## config.mk

```make
export PLATFORM = sky130hd
export DESIGN_NAME = sbs_map
export DESIGN_NICKNAME = d
export VERILOG_FILES = /design/src/rtl/sbs_pkg.sv /design/src/rtl/sbs_map.sv
export SDC_FILE = /design/constraint.sdc
export NUM_CORES = 2
export LEC_CHECK = 0
export ABC_AREA = 0
export BUFFER_PORTS_ARGS = -buffer_cell sky130_fd_sc_hd__buf_2
export CORE_MARGIN = 2
export CORE_UTILIZATION = 35
export DETAILED_ROUTE_END_ITERATION = 8
export PLACE_DENSITY = 0.61
export SETUP_SLACK_MARGIN = 0.15
export SYNTH_ARGS = -nofsm -noshare
export SYNTH_HDL_FRONTEND = slang
export SYNTH_SLANG_ARGS = --single-unit
```

## constraint.sdc

```tcl
create_clock -name i_clk -period 12.11 [get_ports i_clk]
set_input_delay 1.211 -clock i_clk [delete_from_list [all_inputs] [get_ports i_clk]]
set_output_delay 1.211 -clock i_clk [all_outputs]
set_load 0.01 [all_outputs]
```

## src/rtl/sbs_pkg.sv

```systemverilog
package sbs_pkg;

    localparam int MAG_W     = 16;
    localparam int BAND_W    = 9;
    localparam int RATE_W    = 9;
    localparam int SCALE_W   = 13;
    localparam int CFG_AW    = 3;
    localparam int CFG_DW    = 16;
    localparam int DIV_STEPS = 4;
    localparam int DIV_STGS  = MAG_W / DIV_STEPS;
    localparam int COEFF_W   = SCALE_W + MAG_W;
    localparam int PROD_SH   = 24;
    localparam int PROD_W    = MAG_W + COEFF_W - PROD_SH;

    localparam logic [RATE_W-1:0] RATE_FULL = RATE_W'(256);

    localparam logic [CFG_AW-1:0] CFG_RATE   = 3'd0;
    localparam logic [CFG_AW-1:0] CFG_MAPEN  = 3'd1;
    localparam logic [CFG_AW-1:0] CFG_WATCH  = 3'd2;
    localparam logic [CFG_AW-1:0] CFG_TLOW   = 3'd3;
    localparam logic [CFG_AW-1:0] CFG_THIGH  = 3'd4;
    localparam logic [CFG_AW-1:0] CFG_SCALE  = 3'd5;

    // one item on its way through the divider
    typedef struct packed {
        logic              valid;
        logic [BAND_W-1:0] band;
        logic              mv;
        logic [MAG_W-1:0]  s;
        logic [MAG_W-1:0]  p;
        logic [MAG_W:0]    rem;
        logic [MAG_W-1:0]  q;
    } t_div;

    typedef struct packed {
        logic              valid;
        logic [BAND_W-1:0] band;
        logic [MAG_W-1:0]  s;
        logic [MAG_W-1:0]  p;
        logic [MAG_W-1:0]  lvl;
        logic              mv;
        logic [MAG_W-1:0]  mval;
    } t_res;

    typedef struct packed {
        logic               map_en;
        logic [BAND_W-1:0]  watch;
        logic [RATE_W-1:0]  rate;
        logic [MAG_W-1:0]   tlow;
        logic [MAG_W-1:0]   thigh;
        logic [SCALE_W-1:0] scale;
    } t_cfg;

endpackage

```

## src/rtl/sbs_map.sv

```systemverilog
module sbs_map
    import sbs_pkg::*;
(
    input  logic i_clk,
    input  logic i_rst_n,
    input  logic i_en,
    input  t_div i_div,
    input  t_cfg i_cfg,
    output t_res o_res
);

    logic               ra_valid, rb_valid;
    logic [BAND_W-1:0]  ra_band, rb_band;
    logic [MAG_W-1:0]   ra_s, ra_p, ra_lvl, rb_s, rb_p, rb_lvl;
    logic               ra_mv, rb_mv;
    logic [COEFF_W-1:0] ra_coeff;
    logic [PROD_W-1:0]  rb_prod;
    t_res               r_res;

    logic [MAG_W-1:0]      lvl, span;
    logic                  inv;
    logic [MAG_W+COEFF_W-1:0] prod;
    logic [PROD_W:0]       v;
    logic [MAG_W-1:0]      mval;

    always_comb begin
        // zero peak gives level zero; smoothed at or above peak saturates
        if (i_div.p == '0)         lvl = '0;
        else if (i_div.s >= i_div.p) lvl = '1;
        else                       lvl = i_div.q;
        inv  = i_cfg.tlow > i_cfg.thigh;
        span = inv ? '0 : i_cfg.thigh - i_cfg.tlow;
        prod = span * ra_coeff;
        v    = (PROD_W+1)'(i_cfg.tlow) + (PROD_W+1)'(rb_prod);
        if (inv)                                  mval = i_cfg.tlow;
        else if (v > (PROD_W+1)'(i_cfg.thigh))    mval = i_cfg.thigh;
        else                                      mval = v[MAG_W-1:0];
    end

    always_ff @(posedge i_clk) begin
        if (!i_rst_n) begin
            ra_valid    <= 1'b0;
            rb_valid    <= 1'b0;
            r_res.valid <= 1'b0;
        end else if (i_en) begin
            ra_valid    <= i_div.valid;
            rb_valid    <= ra_valid;
            r_res.valid <= rb_valid;
        end
    end

    always_ff @(posedge i_clk) begin
        if (i_en) begin
            ra_band  <= i_div.band;
            ra_s     <= i_div.s;
            ra_p     <= i_div.p;
            ra_mv    <= i_div.mv;
            ra_lvl   <= lvl;
            ra_coeff <= COEFF_W'(i_cfg.scale) * COEFF_W'(lvl);
            rb_band  <= ra_band;
            rb_s     <= ra_s;
            rb_p     <= ra_p;
            rb_mv    <= ra_mv;
            rb_lvl   <= ra_lvl;
            rb_prod  <= prod[MAG_W+COEFF_W-1:PROD_SH];
            r_res.band <= rb_band;
            r_res.s    <= rb_s;
            r_res.p    <= rb_p;
            r_res.lvl  <= rb_lvl;
            r_res.mv   <= rb_mv;
            r_res.mval <= rb_mv ? mval : '0;
        end
    end

    assign o_res = r_res;

endmodule

```

Word level (Yosys, flattened, before mapping)
Index checks and enable logic that the tools add are counted.
{"block": "totals", "ff_bits": 243, "latchBits": 0, "ramBits": 0, "romBits": 0, "inputBits": 143, "memories": 0}
{"block": "op_classes", "addsub": 2, "mul": 2, "div": 0, "order_cmp": 3, "eq_ne": 0, "shifts": 0, "mux": 5, "n_bitwise": 0, "reduce_logical": 1}
{"cell": "2-to-1 mux 16 bit", "n": 5}
{"cell": "multiplier 16 x 29 -> 45 bit", "n": 1}
{"cell": "multiplier 13 x 16 -> 29 bit", "n": 1}
{"cell": "adder 16 x 21 -> 22 bit", "n": 1}
{"cell": "> comparator 22 x 16 -> 1 bit", "n": 1}
{"cell": "greater-or-equal comparator 16 bit", "n": 1}
{"cell": "> comparator 16 bit", "n": 1}
{"cell": "zero test 16 bit", "n": 1}
{"cell": "subtractor 16 bit", "n": 1}

Longest topological paths before layout
{"block": "logic_depth", "ltp_word": 4, "ltp_mapped": 34, "mapped_depth_nobuf": 32}

Least setup slack after synthesis
OpenSTA, ideal clock, no wires.
{"block": "synth_path", "path_type": "input port to flip-flop", "startpoint": "input port i_cfg[13] (netlist name)", "endpoint": "register rb_prod[12], data pin", "arrival_time_ns": 8.550, "setup_slack_ns": 3.295, "path_stages": 29, "cell_sequence": "inv_1 ha_1 fa_1 nand2b_1 a211oi_2 o21ai_1 o31a_1 buf_2 nor2_1 clkbuf_1 nand2_1 fa_1 fa_1 fa_1 inv_1 fa_1 fa_1 inv_1 fa_1 inv_1 ha_1 a21oi_1 o21ai_0 a2111oi_0 and4b_1 o211ai_1 a31oi_1 o21ai_0 xor2_1"}
{"block": "synth_between", "elab_chain_cells": 3, "elab_cells_between_ends": 4}
{"element": "start: declaration", "line_no": "sbs_map.sv:8", "rtl": "input t_cfg i_cfg,"}
{"element": "subtractor 16 bit or > comparator 16 bit (tied branches)", "line_no": "sbs_map.sv:32, sbs_map.sv:31"}
{"element": "2-to-1 mux 16 bit (*)", "line_no": "sbs_map.sv:32", "rtl": "span = inv ? '0 : i_cfg.thigh - i_cfg.tlow;"}
{"element": "multiplier 16 x 29 -> 45 bit (*)", "line_no": "sbs_map.sv:33", "rtl": "prod = span * ra_coeff;"}
{"element": "named net prod[36]", "line_no": "sbs_map.sv:22", "rtl": "logic [MAG_W+COEFF_W-1:0] prod;"}
{"element": "end signal: assignment", "line_no": "sbs_map.sv:65", "rtl": "rb_prod <= prod[MAG_W+COEFF_W-1:PROD_SH];"}
{"element": "end: declaration", "line_no": "sbs_map.sv:17", "rtl": "logic [PROD_W-1:0] rb_prod;"}
Mark *: on every way through the listed nets, which the timed path passes. The rest lies on a longest branch.
A chain may end at the register's enable or synchronous reset.

Worst setup path after layout
Same ends and word-level chain as after synthesis.

==> impl_metrics.xml <==
<?xml version="1.0" encoding="UTF-8"?>
<metrics>
  <group name="outcome">
    <metric name="result_of_the_run" unit="">finished clean</metric>
  </group>
  <group name="yosys">
    <metric name="ys.flop_type" unit="">edfxtp_1</metric>
    <metric name="synth.ff_latch_count" unit="">243</metric>
    <metric name="async_reset_ff_share" unit="%">0</metric>
    <metric name="postSynthAreaPerCell" unit="µm²">9.83</metric>
    <metric name="synthesis.nets" unit="">4173</metric>
    <metric name="synth.yosys.warnings" unit="">0</metric>
    <metric name="synthCells" unit="">3246</metric>
    <metric name="synth-edff-count" unit="">240</metric>
    <metric name="post_synth_instance_area" unit="µm²">31900</metric>
    <metric name="netlist-cell-type-count" unit="">67</metric>
    <metric name="seq_area_frac_synth" unit="%">22.8</metric>
  </group>
  <group name="cts">
    <metric name="cts_hold_buf" unit="">0</metric>
    <metric name="cts_buffer_depth" unit="">3</metric>
    <metric name="clock_sink_count" unit="">243</metric>
    <metric name="worst_skew_pair.late_latency" unit="ns">0.56</metric>
    <metric name="tritoncts_clock_tree" unit="">built</metric>
    <metric name="root_cell_of_the_clock_tree" unit="">clkbuf_16</metric>
    <metric name="cts.reportedPaths.clkPinSlew" unit="ns">0.07</metric>
    <metric name="numCtsBuffers" unit="">25</metric>
    <metric name="post_cts_buffers" unit="">0</metric>
    <metric name="htree_depth" unit="">1</metric>
    <metric name="cts_resized" unit="">0</metric>
  </group>
  <group name="die">
    <metric name="die-height" unit="µm">306</metric>
    <metric name="initial_core_util" unit="%">35.4</metric>
    <metric name="die_w" unit="µm">306</metric>
    <metric name="ioPinCount" unit="">218</metric>
    <metric name="fp.dieArea" unit="µm²">93600</metric>
    <metric name="coreArea" unit="µm²">90100</metric>
    <metric name="site_rows" unit="">110</metric>
  </group>
  <group name="sta">
    <metric name="maxClockFrequency" unit="GHz">0.102</metric>
    <metric name="finalSetupViolations" unit="">0</metric>
    <metric name="max_slew_margin" unit="%">29.6</metric>
    <metric name="hold_viol_final" unit="">0</metric>
    <metric name="post-route-period-util" unit="%">80.8</metric>
    <metric name="drv_slew" unit="">0</metric>
    <metric name="grt_setup_unrepaired" unit="">false</metric>
    <metric name="timing.setup.tns" unit="ns">0</metric>
    <metric name="worstMarginPinSlew" unit="ns">1.05</metric>
    <metric name="timing.clock.skew" unit="ns">0.0252</metric>
    <metric name="post-route-min-period" unit="ns">9.79</metric>
    <metric name="postLayoutSetupSlackWorst" unit="ns">2.32</metric>
    <metric name="worst_hold_slack" unit="ns">0.401</metric>
  </group>
  <group name="detailed_routing">
    <metric name="via_count" unit="">23300</metric>
    <metric name="postRouteAntennaNets" unit="">0</metric>
    <metric name="detail_route.first_pass.iterations" unit="">5</metric>
    <metric name="totalWireLength" unit="µm">80800</metric>
    <metric name="dr.first_iter.drc_count" unit="">1673</metric>
    <metric name="wl_per_cell" unit="µm">17.9</metric>
    <metric name="drc_errors" unit="">0</metric>
    <metric name="viasPerCell" unit="">5.15</metric>
  </group>
  <group name="worst_setup_path">
    <metric name="crit_top_cell" unit="">fa_1</metric>
    <metric name="cp_num_buf_inv" unit="">6</metric>
    <metric name="timing.critical_path.slowest_stage_cell" unit="">nor2_2</metric>
    <metric name="critical_path_required" unit="ns">12.41</metric>
    <metric name="critical_path.max_stage_delay" unit="ns">0.87</metric>
    <metric name="startpoint_type" unit="">input pin</metric>
    <metric name="cp_top_family" unit="">adder cells</metric>
    <metric name="cp.arrival" unit="ns">10.09</metric>
    <metric name="setup.worst_path.class" unit="">in -&gt; reg</metric>
    <metric name="critical_path_peak_fanout" unit="">19</metric>
    <metric name="setup.worst_path.end_class" unit="">flop</metric>
  </group>
  <group name="finish">
    <metric name="area.growth.synth_to_final" unit="%">9.23</metric>
    <metric name="drive_gt1_share" unit="%">8.51</metric>
    <metric name="finish.net_count" unit="">4258</metric>
    <metric name="num-fill-cells" unit="">8971</metric>
    <metric name="n_antenna_cell" unit="">0</metric>
  </group>
  <group name="placement">
    <metric name="detailedPlace.worstSlack" unit="ns">1.73</metric>
    <metric name="port_buffers" unit="">181</metric>
    <metric name="detailedPlacementHpwl" unit="µm">64000</metric>
    <metric name="gpl.final_weighted_congestion" unit="">0.936</metric>
  </group>
  <group name="global_routing">
    <metric name="grt_overflow_total" unit="">0</metric>
    <metric name="largest_net_degree_at_the_start_of_global_routing" unit="">113</metric>
    <metric name="number_of_antenna_violations_at_the_first_check_in_global_routing" unit="">2</metric>
    <metric name="grt_util_all_layers" unit="%">17.5</metric>
    <metric name="grt_first_pass_wirelength" unit="µm">132000</metric>
    <metric name="first_global_vias" unit="">24100</metric>
  </group>
  <group name="flow_run">
    <metric name="max-cap-violations" unit="">0</metric>
  </group>
  <group name="hold_path">
    <metric name="hold_path_class" unit="">reg -&gt; reg</metric>
  </group>
</metrics>
==> final timing paths <==
kind	from	to	slack [ns]	cells after the start
min reg2reg	ra_p[6]$_DFFE_PP_	rb_p[6]$_DFFE_PP_	0.40	0
max reg2reg	ra_coeff[4]$_DFFE_PP_	rb_prod[12]$_DFFE_PP_	5.21	19
max	i_cfg[13]	rb_prod[12]$_DFFE_PP_	2.32	29
min	ra_p[6]$_DFFE_PP_	rb_p[6]$_DFFE_PP_	0.40	0
==> cell usage after synthesis (all sizes together), types with 26 or more instances <==
master    n  area, µm²
nand2   302       1130
ha      253       3170
a21oi   207       1040
o21ai   166        831
nand3    97        485
xnor2    45        394
clkbuf  134        503
nor3     43        215
nor2     83        312
and2    151        945
inv     641       2410
fa      531      10600
edfxtp  240       7210
nand2b   26        163
a21o     52        390
==> worst register-to-register path: stages (launching register included) <==
cell and delay, ns:
edfxtp_1 0.84, nand2_1 0.16, nor3_1 0.25, fa_1 0.49, fa_1 0.48, fa_1 0.53, fa_1 0.43, fa_1 0.49
inv_1 0.05, fa_1 0.50, inv_1 0.05, ha_1 0.35, a21oi_1 0.27, o21ai_0 0.12, a2111oi_0 0.57, and4b_1 0.32
o211ai_1 0.20, a31oi_1 0.26, o21ai_0 0.13, xor2_1 0.17
==> cell families after synthesis <==
group           synth area share, %
buf+inv                        9.46
simple gates                   12.1
fa+ha+maj                      43.2
compound gates                 10.5
flops                          22.8
xor+xnor                       1.87
mux                           0.125
==> layout by cell type, fill, tap and decap left out, types with 13 or more instances in the layout <==
master / n
inv_1: 641
fa_1: 531
nand2_1: 302
ha_1: 253
edfxtp_1: 240
a21oi_1: 204
buf_2: 180
o21ai_0: 161
and2_1: 151
nand3_1: 97
nor2_1: 76
a21o_1: 51
xnor2_1: 43
nor3_1: 41
buf_4: 31
nand2b_1: 26
clkbuf_16: 25
nand4_1: 24
xor2_1: 22
o21bai_1: 19
or3_1: 18
and3_1: 17
a211oi_1: 16
o21a_1: 14
o211ai_1: 14
nor2b_1: 13
==> sequential cells by signal, summed over array words and instances, names as in the netlist, 9 cells and up <==
name      cells
o_res        75
ra_coeff     29
rb_prod      21
ra_lvl       16
ra_p         16
ra_s         16
rb_lvl       16
rb_p         16
rb_s         16
ra_band       9
rb_band       9
==> per-layer routing <==
layer	global-route usage, %	vias to the layer above	part of all wire [%]
li1	-	10600	-
met1	24.8	11800	45
met2	28.8	737	47
met3	2.31	104	6.3
met4	3.78	2	2.1
met5	0	-	0.015
==> metrics by stage <==
step,cells,instance area [µm²],util [%]
2_1_floorplan,3246,31900,-
3_3_place_gp,4480,34000,37.7
6_report,4526,34900,38.7
4_1_cts,4526,34900,38.7
5_1_grt,4526,34900,38.7
3_5_place_dp,4480,34000,37.7
==> area by class of cell <==
cell class	count	area, µm²	area share, %
Inverter	642	2410	6.91
Clock inverter	19	198	0.567
Clock buffer	27	633	1.82
Sequential cell	243	7270	20.8
Tap cell	1176	1470	4.22
Multi-Input combinational cell	2207	21700	62.3
Timing Repair Buffer	212	1150	3.30
Power is not shown: default switching activity piles up to over one toggle a cycle in this logic, so the estimate is an artifact.
