[src/rtl/sbs_pkg.sv]
package sbs_pkg;

    localparam int MAG_W     = 16;
    localparam int BAND_W    = 9;
    localparam int RATE_W    = 9;
    localparam int SCALE_W   = 13;
    localparam int CFG_AW    = 3;
    localparam int CFG_DW    = 16;
    localparam int DIV_STEPS = 4;
    localparam int DIV_STGS  = MAG_W / DIV_STEPS;
    localparam int COEFF_W   = SCALE_W + MAG_W;
    localparam int PROD_SH   = 24;
    localparam int PROD_W    = MAG_W + COEFF_W - PROD_SH;

    localparam logic [RATE_W-1:0] RATE_FULL = RATE_W'(256);

    localparam logic [CFG_AW-1:0] CFG_RATE   = 3'd0;
    localparam logic [CFG_AW-1:0] CFG_MAPEN  = 3'd1;
    localparam logic [CFG_AW-1:0] CFG_WATCH  = 3'd2;
    localparam logic [CFG_AW-1:0] CFG_TLOW   = 3'd3;
    localparam logic [CFG_AW-1:0] CFG_THIGH  = 3'd4;
    localparam logic [CFG_AW-1:0] CFG_SCALE  = 3'd5;

    // one item on its way through the divider
    typedef struct packed {
        logic              valid;
        logic [BAND_W-1:0] band;
        logic              mv;
        logic [MAG_W-1:0]  s;
        logic [MAG_W-1:0]  p;
        logic [MAG_W:0]    rem;
        logic [MAG_W-1:0]  q;
    } t_div;

    typedef struct packed {
        logic              valid;
        logic [BAND_W-1:0] band;
        logic [MAG_W-1:0]  s;
        logic [MAG_W-1:0]  p;
        logic [MAG_W-1:0]  lvl;
        logic              mv;
        logic [MAG_W-1:0]  mval;
    } t_res;

    typedef struct packed {
        logic               map_en;
        logic [BAND_W-1:0]  watch;
        logic [RATE_W-1:0]  rate;
        logic [MAG_W-1:0]   tlow;
        logic [MAG_W-1:0]   thigh;
        logic [SCALE_W-1:0] scale;
    } t_cfg;

endpackage

[src/rtl/sbs_div_stage.sv]
module sbs_div_stage
    import sbs_pkg::*;
(
    input  logic i_clk,
    input  logic i_rst_n,
    input  logic i_en,
    input  t_div i_div,
    output t_div o_div
);

    t_div r_d, n_d;
    logic [MAG_W:0] rem;
    logic [MAG_W:0] dvs;

    always_comb begin
        n_d = i_div;
        rem = i_div.rem;
        dvs = {1'b0, i_div.p};
        for (int k = 0; k < DIV_STEPS; k++) begin
            rem = {rem[MAG_W-1:0], 1'b0};
            if (rem >= dvs) begin
                rem     = rem - dvs;
                n_d.q   = {n_d.q[MAG_W-2:0], 1'b1};
            end else begin
                n_d.q   = {n_d.q[MAG_W-2:0], 1'b0};
            end
        end
        n_d.rem = rem;
    end

    always_ff @(posedge i_clk) begin
        if (!i_rst_n) begin
            r_d.valid <= 1'b0;
        end else if (i_en) begin
            r_d.valid <= n_d.valid;
        end
    end

    always_ff @(posedge i_clk) begin
        if (i_en) begin
            r_d.band <= n_d.band;
            r_d.mv   <= n_d.mv;
            r_d.s    <= n_d.s;
            r_d.p    <= n_d.p;
            r_d.rem  <= n_d.rem;
            r_d.q    <= n_d.q;
        end
    end

    assign o_div = r_d;

endmodule

[config.mk]
export PLATFORM = sky130hd
export DESIGN_NAME = sbs_div_stage
export DESIGN_NICKNAME = d
export VERILOG_FILES = /design/src/rtl/sbs_pkg.sv /design/src/rtl/sbs_div_stage.sv
export SDC_FILE = /design/constraint.sdc
export NUM_CORES = 1
export LEC_CHECK = 0
export BUFFER_PORTS_ARGS = -buffer_cell sky130_fd_sc_hd__clkbuf_2
export CAP_MARGIN = 20
export CELL_PAD_IN_SITES_DETAIL_PLACEMENT = 1
export CELL_PAD_IN_SITES_GLOBAL_PLACEMENT = 1
export CORE_ASPECT_RATIO = 0.9
export CORE_MARGIN = 8
export CORE_UTILIZATION = 37
export DETAILED_ROUTE_END_ITERATION = 8
export GPL_TIMING_DRIVEN = 0
export PLACE_DENSITY_LB_ADDON = 0.1
export RECOVER_POWER = 25
export REMOVE_ABC_BUFFERS = 1
export SLEW_MARGIN = 20
export SYNTH_ARGS = -nofsm -noshare
export SYNTH_HDL_FRONTEND = slang
export SYNTH_SLANG_ARGS = --single-unit
[constraint.sdc]
create_clock -name i_clk -period 11.25 [get_ports i_clk]
set_input_delay 2.25 -clock i_clk [delete_from_list [all_inputs] [get_ports i_clk]]
set_output_delay 2.25 -clock i_clk [all_outputs]
set_load 0.01 [all_outputs]
# Word level (Yosys, flattened, before mapping)
# Cells that the tools add are included.
[op_classes]
n_lt_le_gt_ge = 4
add_sub_neg = 4
n_mux = 8
[op_table]
columns = ["op", "n"]
rows = [
  ["greater-or-equal comparator 17 x 16 -> 1 bit", 4],
  ["2-to-1 mux 16 bit", 3],
  ["subtractor 16 bit", 3],
  ["2-to-1 mux 17 bit", 1],
  ["subtractor 17 x 16 -> 17 bit", 1],
  ["2-to-1 mux 1 bit", 4],
]
[totals]
word_cells = 24
output_inout_bits = 76
ff_bits = 76
in_bits = 79

# Longest topological paths before layout
# Gate-level depths: netlist of run 1.
[logic_depth]
ltp_word = 8
ltp_mapped = 49
depth_no_buf = 42

# Worst setup path after synthesis of run 1
# No wires, ideal clock.
[synth_path]
path_type = "input to register"
from = "in i_div[33] (netlist name)"
to = "reg r_d, in the netlist o_div[24] (data pin)"
slack_ns = 0.008
stages = 42
arrival_time_ns = 10.981
setup_ns = 0.261
required_ns = 10.989
path_buffers = 3
cell_sequence = "clkbuf_1 -> clkinv_1 -> fa_1 -> a21o_1 -> a21o_1 -> a21oi_1 -> o31ai_1 -> xor2_1 -> mux2_2 -> ha_1 -> nand2_1 -> o21ai_0 -> a2111oi_0 -> a21oi_1 -> a21oi_1 -> and2_1 -> buf_4 -> inv_4 -> [6 not listed] -> a21o_1 -> a21boi_0 -> a211o_1 -> nor2_4 -> inv_4 -> mux2_2 -> ha_1 -> or2_2 -> a21oi_1 -> a211oi_1 -> o22ai_1 -> o21ai_0 -> a41oi_1 -> nand2_1 -> a21oi_2 -> buf_2 -> a211oi_1 -> a221o_1"
[synth_lines]
columns = ["element", "line", "rtl"]
rows = [
  ["start, declared", "sbs_div_stage.sv:7", "input t_div i_div,"],
  ["end, declared", "sbs_div_stage.sv:11", "t_div r_d, n_d;"],
]

==> results of run 1 <==
## final cells by class
type	count	area [sq um]	area share
Tap cell	207	259	0.0319
Sequential cell	76	2270	0.280
Clock inverter	7	67.6	0.00833
Multi-Input combinational cell	499	4060	0.501
Timing Repair Buffer	186	1060	0.131
Inverter	35	160	0.0198
Clock buffer	9	225	0.0278
## worst max-delay path by stage
stage                      endpoint  slack, ns  depth (start not counted)      start
final                     o_div[22]       0.24                         40  i_div[41]
after global routing      o_div[28]      -0.09                         43  i_div[45]
after CTS                 o_div[22]       0.01                         40  i_div[45]
after detailed placement  o_div[22]      -3.62                         39  i_div[44]
after global placement    o_div[22]      -3.39                         40  i_div[44]
after floorplan           o_div[19]      -0.54                         39  i_div[44]
## cells by family after synthesis
kind of cell / count (synthesis) / synth area share
AND/OR/NAND/NOR: 166 / 0.136
flip-flops: 76 / 0.370
XOR/XNOR: 50 / 0.0714
adder cells (fa/ha/maj): 62 / 0.128
multiplexers: 24 / 0.0435
buffers and inverters: 47 / 0.0369
AO/OA/AOI/OAI: 194 / 0.214
## metrics by stage
| stage | hold slack (ns) | cells |
|---|---|---|
| floorplan | 0.538 | 607 |
| global placement | 0.510 | 963 |
| detailed placement | 0.548 | 964 |
| CTS | 0.570 | 1003 |
| global route | 0.624 | 1019 |
| finish | 0.555 | 1019 |
## worst max-delay path, delay by kind of cell
family | cells | cell delay, ns
AO/OA/AOI/OAI | 18 | 3.36
AND/OR/NAND/NOR | 8 | 2.55
adder cells (fa/ha/maj) | 4 | 1.07
multiplexers | 3 | 1.04
buffers and inverters | 7 | 0.80
## power by group
part / total (W) / switching (W) / internal [W]
logic: 0.00213 / 0.00116 / 0.000966
registers: 0.000446 / 0.0000132 / 0.000433
clock network: 0.000289 / 0.000135 / 0.000155
## per-layer routing
layer  wire length, um  global-route usage  part of all wire  up-vias
met5                 0                   0                 0        -
met4               421              0.0557             0.019        0
met3               835              0.0323             0.039       23
met2             11100               0.351              0.51      105
met1              9300               0.238              0.43     2817
li1                  -                   -                 -     2733
## cell usage in the layout (no fill, tap or decap), drive strengths merged, types with 6 or more instances in the layout
cell	synthesis	layout
nor2	43	43
mux2i	9	9
inv	34	34
a21oi	64	65
ha	61	61
nand3	11	11
buf	10	37
a21o	22	24
xnor2	34	34
nand2	42	42
o21ai	27	27
edfxtp	75	75
a211oi	8	8
nand4	9	9
nand2b	12	12
nor3	12	12
o211ai	6	6
clkbuf	2	158
and2	9	9
xor2	16	16
o21bai	7	7
a221o	14	14
mux2	15	15
o21a	8	8
## synth_stat cells (4+ instances only)
master                      n
sky130_fd_sc_hd__a211oi_1   8
sky130_fd_sc_hd__a21boi_0   5
sky130_fd_sc_hd__a21o_1    22
sky130_fd_sc_hd__a21oi_1   61
sky130_fd_sc_hd__a221o_1   14
sky130_fd_sc_hd__and2_1     9
sky130_fd_sc_hd__buf_6      4
sky130_fd_sc_hd__edfxtp_1  75
sky130_fd_sc_hd__ha_1      61
sky130_fd_sc_hd__inv_1     32
sky130_fd_sc_hd__mux2_2    12
sky130_fd_sc_hd__mux2i_1    9
sky130_fd_sc_hd__nand2_1   42
sky130_fd_sc_hd__nand2b_1  12
sky130_fd_sc_hd__nand3_1   11
sky130_fd_sc_hd__nand4_1    9
sky130_fd_sc_hd__nor2_1    41
sky130_fd_sc_hd__nor2b_1    4
sky130_fd_sc_hd__nor3_1    12
sky130_fd_sc_hd__o211ai_1   5
sky130_fd_sc_hd__o21a_1     8
sky130_fd_sc_hd__o21ai_0   27
sky130_fd_sc_hd__o21bai_1   7
sky130_fd_sc_hd__o31ai_1    5
sky130_fd_sc_hd__or2_2      5
sky130_fd_sc_hd__or3_1      4
sky130_fd_sc_hd__xnor2_1   34
sky130_fd_sc_hd__xor2_1    16
## repair_timing
item                                    in CTS  in global routing
buffers inserted                            20                 16
endpoints found under the setup margin      18                 18
cloned                                       3                  0
gates resized for setup                     51                 33
pin swaps                                   12                 12
==> PnR_summary.wiki, run 1 <==
{| class="wikitable"
! Metric !! Value
|-
| Path type of the worst min-delay path || reg -> reg
|-
| Pleak || 3.51 nW
|-
| Mean instance size in the synthesized netlist || 9.91 sq um
|-
| Antenna violations before repair || 0
|-
| Setup Slack @ Placement || -3.62 ns
|-
| Top Ports || 155
|-
| Dominant cells by area after synthesis || sky130_fd_sc_hd__edfxtp_1 (37%), sky130_fd_sc_hd__ha_1 (12%), sky130_fd_sc_hd__a21oi_1 (5.0%), sky130_fd_sc_hd__xnor2_1 (4.9%), sky130_fd_sc_hd__a21o_1 (2.7%)
|-
| Overflow left after global routing || 0
|-
| Hold violation count in the final report || 0
|-
| Setup Skew || 0 ns
|-
| Flops & latches, synth || 76
|-
| DRC errors left || 0
|-
| Root cell of the clock tree || sky130_fd_sc_hd__clkbuf_16
|-
| Setup_tns || 0 ns
|-
| Full die area || 21,000 sq um
|-
| Clock tree buffer depth || 2
|-
| Number of detailed-routing iterations run before antenna repair || 5
|-
| Cts bufs inserted || 9
|-
| Top FF cell, synth || sky130_fd_sc_hd__edfxtp_1
|-
| Number of filler cells placed in the layout || 1,867
|-
| Power density normalized to cell area || 353 nW/um^2
|-
| Hold worst-path end || o_div[75]
|-
| Post-detailed-placement cell area || 7080 sq um
|-
| Reg-to-reg critical path startpoint || o_div[75]
|-
| CP Data Arrival Time || 11.10 ns
|-
| Number of cells on the worst hold path || 2
|-
| Netlist area before placement || 6130 sq um
|-
| Wire length of the first global-routing pass || 32,500 um
|-
| Max FFs per register || 76
|-
| Maxcap violations || 0
|-
| Worst Min Path Start || o_div[75]
|-
| Worst Slack Setup Final || 0.236 ns
|-
| Post-synth ARST share || 0
|-
| # hold bufs at CTS || 0
|-
| Sink count of the clock tree || 76
|-
| Final standard cell area without fillers || 8110 sq um
|-
| TritonCTS clock tree || yes
|-
| Endpoint of the lowest-slack register-to-register path || o_div[75]
|-
| Run status || finished, final reports clean
|-
| Transition time of the tightest slew-check pin || 1.44 ns
|-
| Length in cells of the worst reg-to-reg path || 2
|-
| Largest net degree at the start of global routing || 56
|-
| Total track usage || 0.198
|-
| Slew Viols, Final || 0
|-
| Final min period || 11.01 ns
|-
| # port buffers || 149
|-
| Worst slew margin relative to its limit || 0.0425
|-
| Via density per instance || 5.57
|-
| Via count of the first global-routing pass || 6,001
|-
| Floorplan row count || 44
|-
| Max stage delay on crit path || 0.53 ns
|-
| Critical path launch point type || input pin
|-
| Nets || 948
|-
| DR vias || 5,678
|-
| Proportion of synthesized chip area in sequential cells || 0.370
|-
| Yosys warning total || 0
|-
| Cells after synthesis || 619
|-
| Maximum vdd ir drop || 170 uV
|-
| Layout cells sized above 1 || 0.341
|-
| Fraction of synthesized cell area taken by the top area cell type || 0.367
|-
| Synth unique cells || 67
|-
| Overall die height || 138 um
|-
| Tot Pwr || 0.00286 W
|-
| Clock transition at the registers of the reported paths || 0.06 ns
|-
| DPL Wire Length || 15,900 um
|-
| Layout Utilization || 0.501
|-
| Required time of the critical path || 11.34 ns
|-
| Effective utilization at floorplan || 0.379
|-
| N_diodes || 0
|-
| Leading area contributor after synthesis || sky130_fd_sc_hd__edfxtp_1
|-
| Setup-violating endpoint count in the final report || 0
|-
| Number of DRC markers after the initial detailed-route iteration || 273
|-
| Die outline width || 152 um
|-
| Final WL || 21,600 um
|-
| Crit-path slowest cell || sky130_fd_sc_hd__or4_4
|-
| Post-synth EDFFs || 75
|-
| H-tree levels || 3
|-
| Worst Path Class, Setup || in -> reg
|-
| Ratio of final minimum period to clock period || 0.979
|-
| Reg-to-reg slack, setup || 10.60 ns
|-
| Core region area || 16,200 sq um
|-
| Routability cong. || 0.873
|-
| Peak Freq || 90.8 MHz
|-
| Source-to-sink clock delay at the later pin of the worst-skew pair || 0.34 ns
|-
| Wire length per cell || 21.2 um
|-
| Layout overhead on the synthesized area || 32.2%
|-
| Maximum net fanout on the critical path || 16
|-
| Routed Antenna Nets || 0
|-
| Nature of the critical path endpoint || flop
|}
Power figures use the tool's default switching activity.
==> run 2, diff against run 1 <==
CORE_UTILIZATION = 38   (was 37)
CTS_BUF_LIST = sky130_fd_sc_hd__clkbuf_2 sky130_fd_sc_hd__clkbuf_4 sky130_fd_sc_hd__clkbuf_8   (was not set)
==> PnR_summary.wiki, run 2 (synthesized netlist as in run 1, its figures left out) <==
{| class="wikitable"
! Metric !! Value
|-
| Largest net degree at the start of global routing || 54 (was 56)
|-
| Hold WS || 0.529 ns (was 0.555 ns)
|-
| # hold bufs at CTS || 0 (unchanged)
|-
| Crit-path slowest cell || sky130_fd_sc_hd__or4_4 (unchanged)
|-
| Final WL || 22,100 um (was 21,600 um)
|-
| Tot Pwr || 0.00296 W (was 0.00286 W)
|-
| Ratio of final minimum period to clock period || 0.986 (was 0.979)
|-
| Hold violation count in the final report || 0 (unchanged)
|-
| Core region area || 16,000 sq um (was 16,200 sq um)
|-
| Worst Path Class, Setup || in -> reg (unchanged)
|-
| Worst Slack Setup Final || 0.161 ns (was 0.236 ns)
|-
| Antenna violations before repair || 0 (unchanged)
|-
| Effective utilization at floorplan || 0.384 (was 0.379)
|-
| Nets || 990 (was 948)
|-
| Sink count of the clock tree || 76 (unchanged)
|-
| Overall die height || 137 um (was 138 um)
|-
| Via count of the first global-routing pass || 5,966 (was 6,001)
|-
| Setup-violating endpoint count in the final report || 0 (unchanged)
|-
| Most used cells in the layout excluding fill and tap cells || sky130_fd_sc_hd__clkbuf_2 (142), sky130_fd_sc_hd__edfxtp_1 (75), sky130_fd_sc_hd__buf_4 (67) (was sky130_fd_sc_hd__clkbuf_2 (141), sky130_fd_sc_hd__edfxtp_1 (75), sky130_fd_sc_hd__a21oi_1 (53))
|-
| Top Ports || 155 (unchanged)
|-
| Clock tree buffer depth || 2 (unchanged)
|-
| Clock transition at the registers of the reported paths || 0.09 ns (was 0.06 ns)
|-
| Setup Skew || 0 ns (unchanged)
|-
| Source-to-sink clock delay at the later pin of the worst-skew pair || 0.37 ns (was 0.34 ns)
|-
| Number of detailed-routing iterations run before antenna repair || 4 (was 5)
|-
| Wire length of the first global-routing pass || 31,800 um (was 32,500 um)
|-
| Reg-to-reg critical path startpoint || o_div[75] (unchanged)
|-
| CP Data Arrival Time || 11.20 ns (was 11.10 ns)
|-
| Worst slew margin relative to its limit || -0.0555 (was 0.0425)
|-
| Fraction of power spent switching nets || 0.456 (was 0.458)
|-
| Maximum net fanout on the critical path || 9 (was 16)
|-
| Endpoint of the lowest-slack register-to-register path || o_div[75] (unchanged)
|-
| DRC errors left || 0 (unchanged)
|-
| Failing checks || max-capacitance violations, max-slew violations
|-
| Clock network power share || 0.069 (was 0.101)
|-
| Most common cell after layout, fill and taps aside || sky130_fd_sc_hd__clkbuf_2 (unchanged)
|-
| Required time of the critical path || 11.36 ns (was 11.34 ns)
|-
| Setup Slack @ Placement || -3.56 ns (was -3.62 ns)
|-
| DPL Wire Length || 16,000 um (was 15,900 um)
|-
| Transition time of the tightest slew-check pin || 1.58 ns (was 1.44 ns)
|-
| Cts bufs inserted || 9 (unchanged)
|-
| Maxcap violations || 1 (was 0)
|-
| Length in cells of the worst reg-to-reg path || 2 (unchanged)
|-
| Reg-to-reg slack, setup || 10.64 ns (was 10.60 ns)
|-
| Routability cong. || 0.869 (was 0.873)
|-
| Layout overhead on the synthesized area || 39.7% (was 32.2%)
|-
| Maximum vdd ir drop || 168 uV (was 170 uV)
|-
| Floorplan row count || 44 (unchanged)
|-
| Final min period || 11.09 ns (was 11.01 ns)
|-
| Power density normalized to cell area || 345 nW/um^2 (was 353 nW/um^2)
|-
| Run status || finished with violations (was finished, final reports clean)
|-
| Die outline width || 150 um (was 152 um)
|-
| H-tree levels || 3 (unchanged)
|-
| Critical path launch point type || input pin (unchanged)
|-
| Full die area || 20,500 sq um (was 21,000 sq um)
|-
| Nature of the critical path endpoint || flop (unchanged)
|-
| Slew Viols, Final || 24 (was 0)
|-
| Root cell of the clock tree || sky130_fd_sc_hd__clkbuf_8 (was sky130_fd_sc_hd__clkbuf_16)
|-
| Max FFs per register || 76 (unchanged)
|-
| Total track usage || 0.201 (was 0.198)
|-
| Routed Antenna Nets || 0 (unchanged)
|-
| Hold worst-path end || o_div[75] (unchanged)
|-
| Net switching component of the power || 0.00135 W (was 0.00131 W)
|-
| Internal power component || 0.00161 W (was 0.00155 W)
|-
| Number of DRC markers after the initial detailed-route iteration || 225 (was 273)
|-
| DR vias || 5,879 (was 5,678)
|-
| Post-detailed-placement cell area || 7080 sq um (unchanged)
|-
| # port buffers || 149 (unchanged)
|-
| Number of cells on the worst hold path || 2 (unchanged)
|-
| Overflow left after global routing || 0 (unchanged)
|-
| N_diodes || 0 (unchanged)
|-
| Max stage delay on crit path || 0.41 ns (was 0.53 ns)
|-
| Sequential share of power || 0.151 (was 0.156)
|-
| Path type of the worst min-delay path || reg -> reg (unchanged)
|-
| Peak Freq || 90.2 MHz (was 90.8 MHz)
|-
| Most used cell, CP || sky130_fd_sc_hd__ha_4
|-
| Final standard cell area without fillers || 8570 sq um (was 8110 sq um)
|-
| Power share of the combinational group || 0.780 (was 0.743)
|-
| Via density per instance || 5.54 (was 5.57)
|-
| Worst Min Path Start || o_div[75] (unchanged)
|-
| Pleak || 3.69 nW (was 3.51 nW)
|-
| Layout cells sized above 1 || 0.406 (was 0.341)
|-
| Wire length per cell || 20.9 um (was 21.2 um)
|-
| TritonCTS clock tree || yes (unchanged)
|}
==> run 2: final cells by class <==
class / count / area [sq um]
multi-input cells: 498 / 4200
well taps: 207 / 259
flip-flops and latches: 76 / 2270
fillers: 1815 / 7400
inverters: 35 / 178
repair buffers: 229 / 1480
clock buffers: 9 / 124
clock inverters: 7 / 57.6
==> run 2: what timing repair did <==
action / 4_1_cts / 5_1_grt
resized for setup: 44 / 82
buffers inserted: 18 / 60
pin swaps: 11 / 37
cloned: 2 / 1
setup endpoints to repair: 18 / 18
==> run 2: power by group through the flow <==
stage / Combinational [W] / Sequential [W] / Clock, W
floorplan: 0.00122 / 0.000483 / 0
global placement: 0.00165 / 0.000451 / 0
detailed placement: 0.00171 / 0.000454 / 0
CTS: 0.00192 / 0.000447 / 0.000211
global route: 0.00247 / 0.000452 / 0.000218
finish: 0.00231 / 0.000446 / 0.000203
==> run 2: through the flow <==
| stage | util | instances | setup TNS (ns) |
|---|---|---|---|
| after global routing | 0.537 | 1061 | -1.43 |
| after CTS | 0.481 | 1000 | 0 |
| after floorplan | - | 607 | -7.84 |
| after global placement | 0.441 | 963 | -55.90 |
| final | 0.537 | 1061 | 0 |
| after detailed placement | 0.443 | 964 | -60.08 |
==> run 2: worst max path at each step <==
stage / end / from / slack, ns
floorplan: o_div[19] / i_div[44] / -0.54
global placement: o_div[22] / i_div[44] / -3.31
detailed placement: o_div[26] / i_div[44] / -3.56
CTS: o_div[26] / i_div[43] / 0.03
global route: o_div[26] / i_div[44] / -0.15
finish: o_div[26] / i_div[44] / 0.16
==> run 2: routing by layer <==
metal / wire (um) / GRT usage / share of wire / vias up
met5: 0 / 0 / 0 / -
met4: 433 / 0.0654 / 0.020 / 0
met3: 1010 / 0.0301 / 0.046 / 23
met2: 11400 / 0.364 / 0.52 / 145
met1: 9280 / 0.238 / 0.42 / 2895
li1: - / - / - / 2816
==> run 2: worst max-delay path, delay by kind of cell <==
family / cells / cell delay, ns
AOI/OAI and AO/OA: 19 / 3.71
adders and majority gates: 4 / 1.02
and+or+nand+nor: 9 / 2.18
buffers and inverters: 8 / 1.04
muxes: 3 / 0.94
==> run 3, diff against run 2 <==
CORE_MARGIN = 1.5   (was 8)
==> PnR_summary.wiki, run 3 (synthesized netlist as in run 1, its figures left out) <==
{| class="wikitable"
! Metric !! Value
|-
| Met1 WL || 9010 um (was 9280 um)
|-
| Most used cells in the layout excluding fill and tap cells || sky130_fd_sc_hd__clkbuf_2 (140), sky130_fd_sc_hd__edfxtp_1 (75), sky130_fd_sc_hd__a21oi_1 (51) (was sky130_fd_sc_hd__clkbuf_2 (142), sky130_fd_sc_hd__edfxtp_1 (75), sky130_fd_sc_hd__buf_4 (67))
|-
| Max FFs per register || 76 (unchanged)
|-
| Sink count of the clock tree || 76 (unchanged)
|-
| Net switching component of the power || 0.00133 W (was 0.00135 W)
|-
| Layout cells sized above 1 || 0.340 (was 0.406)
|-
| Peak Freq || 90.3 MHz (was 90.2 MHz)
|-
| TritonCTS clock tree || yes (unchanged)
|-
| Clock transition at the registers of the reported paths || 0.09 ns (about the same)
|-
| Power density normalized to cell area || 354 nW/um^2 (was 345 nW/um^2)
|-
| Internal power component || 0.00150 W (was 0.00161 W)
|-
| Cts bufs inserted || 9 (unchanged)
|-
| Overflow left after global routing || 0 (unchanged)
|-
| Setup Skew || 0 ns (unchanged)
|-
| Root cell of the clock tree || sky130_fd_sc_hd__clkbuf_8 (unchanged)
|-
| Crit-path slowest cell || sky130_fd_sc_hd__or4_1 (was sky130_fd_sc_hd__or4_4)
|-
| Routed Antenna Nets || 0 (unchanged)
|-
| Routed length on met3 || 855 um (was 1010 um)
|-
| Setup_tns || 0 ns (unchanged)
|-
| Nets || 945 (was 990)
|-
| Uppermost metal layer occupied by signal nets || met4 (unchanged)
|-
| Most common cell after layout, fill and taps aside || sky130_fd_sc_hd__clkbuf_2 (unchanged)
|-
| Core region area || 15,600 sq um (was 16,000 sq um)
|-
| Ratio of final minimum period to clock period || 0.985 (was 0.986)
|-
| Worst Path Class, Setup || in -> reg (unchanged)
|-
| Maximum net fanout on the critical path || 16 (was 9)
|-
| Failing checks || max-capacitance violations, max-slew violations (unchanged)
|-
| Largest net degree at the start of global routing || 49 (was 54)
|-
| Max stage delay on crit path || 0.55 ns (was 0.41 ns)
|-
| DPL Wire Length || 14,800 um (was 16,000 um)
|-
| Maximum vdd ir drop || 172 uV (was 168 uV)
|-
| Total track usage || 0.229 (was 0.201)
|-
| Via density per instance || 5.61 (was 5.54)
|-
| Worst slew margin relative to its limit || -0.192 (was -0.0555)
|-
| DR vias || 5,670 (was 5,879)
|-
| Number of detailed-routing iterations run before antenna repair || 5 (was 4)
|-
| CP Data Arrival Time || 11.21 ns (was 11.20 ns)
|-
| Nature of the critical path endpoint || flop (unchanged)
|-
| Clock tree buffer depth || 2 (unchanged)
|-
| Final WL || 20,500 um (was 22,100 um)
|-
| Top Ports || 155 (unchanged)
|-
| Cell count after placement || 959 (was 964)
|-
| Hold violation count in the final report || 0 (unchanged)
|-
| Setup Slack @ Placement || -3.47 ns (was -3.56 ns)
|-
| Routability cong. || 0.898 (was 0.869)
|-
| Setup-violating endpoint count in the final report || 0 (unchanged)
|-
| Run status || finished with violations (unchanged)
|-
| # port buffers || 149 (unchanged)
|-
| Die outline width || 137 um (was 150 um)
|-
| Slew Viols, Final || 29 (was 24)
|-
| Wire length per cell || 20.3 um (was 20.9 um)
|-
| Non-filler cells, final || 1,011 (was 1,061)
|-
| Fraction of power spent switching nets || 0.470 (was 0.456)
|-
| Worst Slack Setup Final || 0.170 ns (was 0.161 ns)
|-
| H-tree levels || 3 (unchanged)
|-
| Via count of the first global-routing pass || 5,654 (was 5,966)
|-
| Clock network power share || 0.072 (was 0.069)
|-
| Overall die height || 124 um (was 137 um)
|-
| Number of buffer and inverter stages on the critical path || 8 (unchanged)
|-
| Final min period || 11.08 ns (was 11.09 ns)
|-
| Wire length of the first global-routing pass || 29,400 um (was 31,800 um)
|-
| Full die area || 16,900 sq um (was 20,500 sq um)
|-
| Number of DRC markers after the initial detailed-route iteration || 198 (was 225)
|-
| Floorplan row count || 43 (was 44)
|-
| Layout overhead on the synthesized area || 30.3% (was 39.7%)
|-
| Source-to-sink clock delay at the later pin of the worst-skew pair || 0.38 ns (was 0.37 ns)
|-
| DR WL met2 || 10,300 um (was 11,400 um)
|-
| N_diodes || 0 (unchanged)
|-
| Path type of the worst min-delay path || reg -> reg (unchanged)
|-
| Delay-heaviest family, CP || compound AO/OA/AOI/OAI gates (unchanged)
|-
| Maxcap violations || 1 (unchanged)
|-
| Transition time of the tightest slew-check pin || 1.79 ns (was 1.58 ns)
|-
| Final standard cell area without fillers || 7990 sq um (was 8570 sq um)
|-
| Power share of the combinational group || 0.771 (was 0.780)
|-
| Antenna violations before repair || 0 (unchanged)
|-
| Hold WS || 0.524 ns (was 0.529 ns)
|-
| DRC errors left || 0 (unchanged)
|-
| Sequential share of power || 0.157 (was 0.151)
|-
| Post-detailed-placement cell area || 7070 sq um (was 7080 sq um)
|-
| Required time of the critical path || 11.38 ns (was 11.36 ns)
|-
| Effective utilization at floorplan || 0.393 (was 0.384)
|-
| Pleak || 3.45 nW (was 3.69 nW)
|-
| Critical path launch point type || input pin (unchanged)
|}
==> run 3: changes by cell type in the layout (fill, tap and decap cells not counted), sizes merged <==
cell      change
a21o          +1
buf          -44
clkbuf        -2
clkinv        +1
clkinvlp      -5
inv           +4
==> run 3: layout make-up <==
class / count / area, sq um
multi-input cells: 499 / 4080
well taps: 202 / 253
repair buffers: 183 / 1050
flip-flops and latches: 76 / 2270
clock buffers: 9 / 124
fillers: 1781 / 7610
clock inverters: 7 / 67.6
inverters: 35 / 151
==> run 3: metrics by stage <==
stage | util | power [W]
floorplan | - | 0.00170
global placement | 0.451 | 0.00209
detailed placement | 0.453 | 0.00215
CTS | 0.484 | 0.00252
global route | 0.512 | 0.00301
finish | 0.512 | 0.00283
==> run 3: repair_timing <==
| action | CTS | global route |
|---|---|---|
| pin swaps | 8 | 14 |
| hold buffers | 0 | 0 |
| endpoints found under the setup margin | 18 | 18 |
| setup buffers | 15 | 18 |
| gates resized for setup | 35 | 54 |
| cloned | 2 | 1 |
==> run 3: layer usage <==
layer | global-route usage | vias up
met5 | 0 | -
met4 | 0.0697 | 0
met3 | 0.0299 | 21
met2 | 0.399 | 117
met1 | 0.297 | 2799
li1 | - | 2733
==> run 3: worst paths after layout <==
check / from / end / slack (ns) / depth (start not counted)
worst max-delay path: i_div[41] / o_div[30] / 0.17 / 43
worst max register to register: o_div[75] / o_div[75] / 10.64 / 2
worst min register to register: o_div[75] / o_div[75] / 0.52 / 2
worst min-delay path: o_div[75] / o_div[75] / 0.52 / 2
==> run 3: power by group through the flow <==
stage / Clock, W / Sequential (W) / Combinational, W
2_1_floorplan: 0 / 0.000483 / 0.00122
3_3_place_gp: 0 / 0.000451 / 0.00164
3_5_place_dp: 0 / 0.000453 / 0.00169
4_1_cts: 0.000213 / 0.000447 / 0.00187
5_1_grt: 0.000220 / 0.000452 / 0.00233
6_report: 0.000203 / 0.000445 / 0.00218
==> run 3: worst register-to-register path, delay by kind of cell (launching register included) <==
kind / cells / cell delay, ns
flip-flops: 1 / 0.33
AND/OR/NAND/NOR: 1 / 0.15
multiplexers: 1 / 0.06
